File: config.mk
export PLATFORM = sky130hd
export DESIGN_NAME = hhn_gate_unit
export DESIGN_NICKNAME = d
export VERILOG_FILES = /design/src/design/hhn_pkg.sv /design/src/design/hhn_gate_unit.sv
export SDC_FILE = /design/constraint.sdc
export NUM_CORES = 2
export LEC_CHECK = 0
export BUFFER_PORTS_ARGS = -buffer_cell sky130_fd_sc_hd__buf_2
export CAP_MARGIN = 20
export CORE_ASPECT_RATIO = 0.9
export CORE_MARGIN = 10
export CORE_UTILIZATION = 60
export DETAILED_ROUTE_END_ITERATION = 16
export HOLD_SLACK_MARGIN = 0.06
export PLACE_DENSITY_LB_ADDON = 0.15
export SKIP_CTS_REPAIR_TIMING = 1
export SYNTH_ARGS = -nofsm -noshare
export SYNTH_HDL_FRONTEND = slang
export SYNTH_SLANG_ARGS = --single-unit
File: constraint.sdc
create_clock -name clk -period 22.2 [get_ports clk]
set_clock_uncertainty 0.2 [all_clocks]
set_input_delay 4.44 -clock clk [delete_from_list [all_inputs] [get_ports clk]]
set_output_delay 4.44 -clock clk [all_outputs]
set_load 0.02 [all_outputs]
File: src/design/hhn_pkg.sv
// Shared types, constants and rate-table functions for the Hodgkin-Huxley neuron update.
// Used by every module of the block; depends on nothing else.
package hhn_pkg;

  localparam int NEURON_COUNT_DEF     = 1024;
  localparam int RATE_TABLE_DEPTH_DEF = 1024;

  localparam int IDX_W   = 10;
  localparam int VOLT_W  = 20;
  localparam int GATE_W  = 16;
  localparam int TIME_W  = 32;
  localparam int DT_W    = 16;
  localparam int RATE_W  = 24;
  localparam int IN_DATA_W  = 64;
  localparam int OUT_DATA_W = 32;
  localparam int CFG_ADDR_W = 2;
  localparam int CFG_DATA_W = 20;
  localparam int PIPE_LAST  = 7;

  localparam logic [CFG_ADDR_W-1:0] REG_TIME_STEP       = 2'd0;
  localparam logic [CFG_ADDR_W-1:0] REG_SPIKE_THRESHOLD = 2'd1;
  localparam logic [CFG_ADDR_W-1:0] REG_REFRACTORY_TIME = 2'd2;

  localparam logic [DT_W-1:0]          TIME_STEP_RST  = 16'd655;
  localparam logic signed [VOLT_W-1:0] THRESHOLD_RST  = 20'sd0;
  localparam logic [DT_W-1:0]          REFRACTORY_RST = 16'd512;

  localparam logic signed [VOLT_W-1:0] V_MIN   = -20'sd524288;
  localparam logic signed [VOLT_W-1:0] V_MAX   = 20'sd524287;
  localparam logic signed [VOLT_W-1:0] V_RESET = -20'sd16640;
  localparam logic signed [VOLT_W:0]   E_NA_Q8 = 21'sd12800;
  localparam logic signed [VOLT_W:0]   E_K_Q8  = -21'sd19712;
  localparam logic signed [VOLT_W:0]   E_L_Q8  = -21'sd13901;
  localparam logic signed [GATE_W-1:0] G_L_Q16 = 16'sd19661;

  localparam logic [GATE_W-1:0] GATE_M_RST = 16'd3277;
  localparam logic [GATE_W-1:0] GATE_H_RST = 16'd39322;
  localparam logic [GATE_W-1:0] GATE_N_RST = 16'd20972;

  localparam longint unsigned EINV_Q30 = 64'd395007542;
  localparam longint unsigned RATE_CAP = 64'hFFFFFF;

  typedef logic [RATE_W-1:0] rate_t;

  typedef struct packed {
    rate_t am;
    rate_t bm;
    rate_t ah;
    rate_t bh;
    rate_t an;
    rate_t bn;
  } rate_row_t;

  typedef struct packed {
    logic                     ever_fired;
    logic                     spike_flag;
    logic [TIME_W-1:0]        last_spike_at;
    logic [GATE_W-1:0]        gate_n;
    logic [GATE_W-1:0]        gate_h;
    logic [GATE_W-1:0]        gate_m;
    logic signed [VOLT_W-1:0] voltage;
  } nrn_state_t;

  // Per-item fields that ride along the pipeline.
  typedef struct packed {
    logic [IDX_W-1:0]         idx;
    logic                     ok;
    logic [TIME_W-1:0]        now;
    logic signed [VOLT_W-1:0] v;
    logic [TIME_W-1:0]        last;
    logic                     ever;
  } carry_t;

  // Shift-subtract division, elaboration only.
  function automatic longint unsigned udiv(longint unsigned n, longint unsigned d);
    longint unsigned q;
    longint unsigned r;
    q = 64'd0;
    r = 64'd0;
    for (int b = 63; b >= 0; b--) begin
      r = {r[62:0], n[b]};
      if (r >= d) begin
        r = r - d;
        q[b] = 1'b1;
      end
    end
    return q;
  endfunction

  // e^(-y) in Q30, y >= 0 in Q16
  function automatic longint unsigned eneg_q30(longint unsigned y_in);
    longint unsigned y, n, r, t, term, sum, steps;
    y = y_in;
    if (y > (64'd16 << 16)) y = 64'd16 << 16;
    n = y >> 16;
    r = y & 64'hFFFF;
    if (r == 0) begin
      sum = 64'd1 << 30;
      steps = n;
    end else begin
      t = 64'd65536 - r;
      term = 64'd1 << 30;
      sum = term;
      for (int k = 1; k <= 14; k++) begin
        term = udiv((term * t) >> 16, longint'(k));
        sum = sum + term;
      end
      steps = n + 1;
    end
    for (longint unsigned k = 0; k < steps; k++)
      sum = (sum * EINV_Q30 + (64'd1 << 29)) >> 30;
    return sum;
  endfunction

  // e^x in Q16, x in Q16
  function automatic longint unsigned exp_q16(longint x_in);
    longint x;
    longint unsigned d;
    x = x_in;
    if (x > (64'sd16 <<< 16)) x = 64'sd16 <<< 16;
    if (x < -(64'sd16 <<< 16)) x = -(64'sd16 <<< 16);
    if (x <= 0) return (eneg_q30(longint'(-x)) + (64'd1 << 13)) >> 14;
    d = eneg_q30(longint'(x));
    if (d == 0) return 64'hFFFFFFFF;
    return udiv((64'd1 << 46) + (d >> 1), d);
  endfunction

  // u / (1 - e^-u) in Q16, limit near zero
  function automatic longint unsigned xfrac(longint u);
    longint unsigned e, den;
    if (u > -1024 && u < 1024) return longint'(65536 + u / 2);
    e = exp_q16(-u);
    if (u > 0) begin
      den = 64'd65536 - e;
      if (den == 0) return 64'd65536;
      return udiv(longint'(u) * 64'd65536, den);
    end
    den = e - 64'd65536;
    if (den == 0) return 64'd65536;
    return udiv(longint'(-u) * 64'd65536, den);
  endfunction

  function automatic rate_t cap_rate(longint unsigned r);
    return (r > RATE_CAP) ? rate_t'(RATE_CAP) : rate_t'(r);
  endfunction

  function automatic rate_row_t rate_row(int i, int depth);
    rate_row_t row;
    longint vv, vq;
    vv = -64'sd32768 + longint'(udiv(longint'(i) * 64'd65536, longint'(depth)));
    vq = vv * 256;
    row.am = cap_rate(xfrac((vq + 40 * 65536) / 10));
    row.bm = cap_rate(64'd4 * exp_q16((-(vq + 65 * 65536)) / 18));
    row.ah = cap_rate(exp_q16((-(vq + 65 * 65536)) / 20) * 64'd7 / 64'd100);
    row.bh = cap_rate(udiv(64'd1 << 32, 64'd65536 + exp_q16((-(vq + 35 * 65536)) / 10)));
    row.an = cap_rate(xfrac((vq + 55 * 65536) / 10) / 64'd10);
    row.bn = cap_rate(exp_q16((-(vq + 65 * 65536)) / 80) / 64'd8);
    return row;
  endfunction

endpackage

File: src/design/hhn_gate_unit.sv
// One gate's Euler step, pipelined over stages two to seven.
// Depends on hhn_pkg for widths; rates arrive from the rate table at stage three.
module hhn_gate_unit (
  input  logic                       clk,
  input  logic [7:2]                 en,
  input  logic [hhn_pkg::GATE_W-1:0] g_in,
  input  hhn_pkg::rate_t             rate_a,
  input  hhn_pkg::rate_t             rate_b,
  input  logic [hhn_pkg::DT_W-1:0]   dt,
  output logic [hhn_pkg::GATE_W-1:0] g_out
);
  import hhn_pkg::*;

  logic [GATE_W-1:0] g2_r, g3_r, g4_r, g5_r, g6_r, g7_r;
  logic [40:0]        pa4_r;
  logic [39:0]        pb4_r;
  logic signed [41:0] drive5_r;
  logic signed [58:0] prod6_r;
  logic signed [58:0] rsum;
  logic signed [27:0] ng;
  logic [GATE_W-1:0]  g7_nxt;

  // round to nearest, ties up, then saturate
  always_comb begin
    rsum = prod6_r + 59'sd2147483648;
    ng = $signed({12'd0, g6_r}) + 28'($signed(rsum[58:32]));
    if (ng < 0) begin
      g7_nxt = '0;
    end else if (ng > 28'sd65535) begin
      g7_nxt = '1;
    end else begin
      g7_nxt = ng[GATE_W-1:0];
    end
  end

  always_ff @(posedge clk) begin
    if (en[2]) g2_r <= g_in;
    if (en[3]) g3_r <= g2_r;
    if (en[4]) begin
      g4_r  <= g3_r;
      pa4_r <= rate_a * (17'h10000 - {1'b0, g3_r});
      pb4_r <= rate_b * g3_r;
    end
    if (en[5]) begin
      g5_r     <= g4_r;
      drive5_r <= $signed({1'b0, pa4_r}) - $signed({2'b00, pb4_r});
    end
    if (en[6]) begin
      g6_r    <= g5_r;
      prod6_r <= drive5_r * $signed({1'b0, dt});
    end
    if (en[7]) g7_r <= g7_nxt;
  end

  assign g_out = g7_r;

endmodule

==> results.tsv <==
stage	metric	value	unit
outcome	status	complete, no violations	
route	first_pass_iters	7	
synthesis	synth-edff-count	247	
sta	tns	0	ps
global_routing	antenna_found_initial	0	
sta	slew_headroom	22.5	%
synthesis	async_reset_ff_share	0	%
final_layout	final_cell_mix	inv_1 (1,484), fa_1 (1,265), nand2_1 (1,024)	
global_routing	grt_remaining_overflow	0	
sta	fin_crit_sh	52.1	%
global_routing	grtUsageTotal	26.5	%
sta	min_period	11560	ps
sta	finalHoldViolations	0	
cts	clock-sinks	247	
global_routing	grt_start_max_net_pins	74	
worst_setup_path	end_kind	register	
worst_setup_path	cp_cell_sequence	buf_2 -> nand2_1 -> fa_1 -> inv_1 -> fa_1 -> inv_1 -> fa_1 -> fa_1 -> fa_1 -> inv_1 -> fa_1 -> ha_1 -> and3_1 -> a221o_1 -> a21oi_1 -> nand3_1 -> a41oi_1 -> o21bai_1 -> and4_1 -> or3_1 -> o311ai_1	
cts	cts_buffer_depth	3	
die	ioPinCount	103	
route	vias	41900	
synthesis	syn_area	59000	µm²
cts	clk_latency	590	ps
placement	place.gp.congestion	0.917	
route	ant_nets	0	
final_layout	area_delta_synth_final	4.00	%
synthesis	ys_top_cells_by_area	fa_1 (43%), edfxtp_1 (13%), inv_1 (9.4%), ha_1 (9.3%), nand2_1 (6.5%)	
synthesis	synth_top_area_share	42.9	%
synthesis	synth_largest_area_cell	fa_1	
worst_setup_path	crit_slowest_cell	buf_2	
die	die_height	317	µm
worst_setup_path	cp.required	22370	ps
cts	clkSlewWorstSetupHoldPaths	60	ps
final_layout	nNetsFinal	8004	
sta	rsz0062_at_grt	false	
synthesis	synth_xor_area_share	2.75	%
route	wl_per_cell	19.0	µm
synthesis	synth.avg_cell_area	9.36	µm²
synthesis	synthMuxAreaShare	0.0530	%
route	vias_per_cell	5.58	
synthesis	synth_cell_types	77	
die	core_area	97900	µm²
die	die_width	350	µm
synthesis	yosysSeqAreaShare	12.6	%
worst_setup_path	path_max_fanout	42	
worst_setup_path	critical_path_arrival	11730	ps
worst_setup_path	worstSetupStartpointType	input pin	
cts	numCtsBuffers	27	
synthesis	synthAdderAreaFrac	52.2	%
synthesis	synth_warnings	0	
die	start_util	60.2	%
synthesis	syn-num-nets	8087	
worst_setup_path	crit_top_cell	fa_1	
die	die_area	111000	µm²
route	drcViolationCount	0	
cts	htreeDepth	1	
hold_path	worstHoldPathType	reg -> reg	
sta	hold_slack	217	ps
worst_setup_path	slowest_delay	820	ps
global_routing	grt_pass1_wl	237000	µm
sta	drv_slew	0	
synthesis	synth_simple_gate_area_share	15.7	%
route	routed_wl	143000	µm
global_routing	grt_pass1_vias	45400	
cts	root_buffer	clkbuf_16	
sta	worst_pin_slew	1160	ps
worst_setup_path	path_class	in -> reg	
synthesis	synth_cells	6299	
sta	setup_viol	0	
synthesis	ys_ff_latch	247	
synthesis	synth_compound_area_share	5.60	%
die	row_count	109	
placement	hpwl	111000	µm
route	dr.first_iter.drc_count	2876	
run	drv_cap	0	
synthesis	synth_ff_type	edfxtp_1	
final_layout	final_common_cell	inv_1	
synthesis	synth_top_family_by_area	adder cells	
sta	fmax	0.0865	GHz
cts	tritoncts	built	
placement	port_buffers	102	
final_layout	drive_gt1_share	3.77	%
==> cell families after synthesis <==
kind of cell               after synthesis
AOI/OAI and AO/OA                      498
xor gates and xnor gates               185
adders and majority gates             1701
buffers and inverters                 1743
DFF                                    247
muxes                                    3
and+or+nand+nor                       1922
==> cells in the mapped netlist, drive strengths merged (15+ instances only) <==
cell type     n
nand4        23
inv        1484
edfxtp      247
a211oi       23
o211ai       15
a21oi       156
and2        549
nor2b        20
xnor2       124
nor3         43
o21bai       24
o21a         18
o21ai        75
clkbuf      252
a31oi        15
nand3        50
ha          436
nand2      1024
nor2        100
a21o         79
fa         1265
xor2         61
nor4         17
and3         23
==> stage by stage <==
stage / utilization, % / setup slack (ps) / area [µm²] / std cells
6_report: 62.6 / 10640 / 61300 / 7511
5_1_grt: 62.6 / 10390 / 61300 / 7510
4_1_cts: 62.6 / 10750 / 61300 / 7510
3_5_place_dp: 61.8 / 10180 / 60500 / 7463
3_3_place_gp: 61.8 / 10400 / 60500 / 7463
2_1_floorplan: - / 11440 / 59000 / 6299
==> critical path, delay by kind of cell <==
family | cells | cell delay (ps)
AO/OA/AOI/OAI | 5 | 1730
adder cells (fa/ha/maj) | 7 | 3400
buffers and inverters | 4 | 980
AND/OR/NAND/NOR | 5 | 1150
==> per-layer routing <==
layer / routed length [µm] / vias up / global-route usage [%]
met5: 0 / - / 0
met4: 4440 / 0 / 7.49
met3: 11100 / 274 / 4.48
met2: 68300 / 1550 / 43.9
met1: 58900 / 21400 / 35.7
li1: - / 18700 / -
==> cell type report <==
class | count | area, µm²
Fill cell | 8376 | 36600
Tap cell | 1276 | 1600
Clock buffer | 31 | 691
Multi-Input combinational cell | 4309 | 45100
Antenna cell | 1 | 2.50
Sequential cell | 247 | 7420
Clock inverter | 16 | 97.6
Inverter | 1484 | 5570
Timing Repair Buffer | 147 | 851
==> flip-flops by register name, indices dropped and copies added, names as in the netlist, 28 cells and up <==
name / count
pa4_r: 41
drive5_r: 42
pb4_r: 40
prod6_r: 28
==> worst paths after layout <==
| path | startpoint | endpoint | cells past startpoint | slack [ps] |
|---|---|---|---|---|
| worst max-delay path | dt[2] | prod6_r[42] | 21 | 10640 |
| worst min register to register | g4_r[0] | g5_r[0] | 0 | 220 |
| worst max register to register | g3_r[4] | pa4_r[39] | 27 | 13210 |
| worst min-delay path | g4_r[0] | g5_r[0] | 0 | 220 |
Power is left out: the tool's default activity adds up to more than one toggle a clock period on the data nets, which glitch-free logic cannot reach.
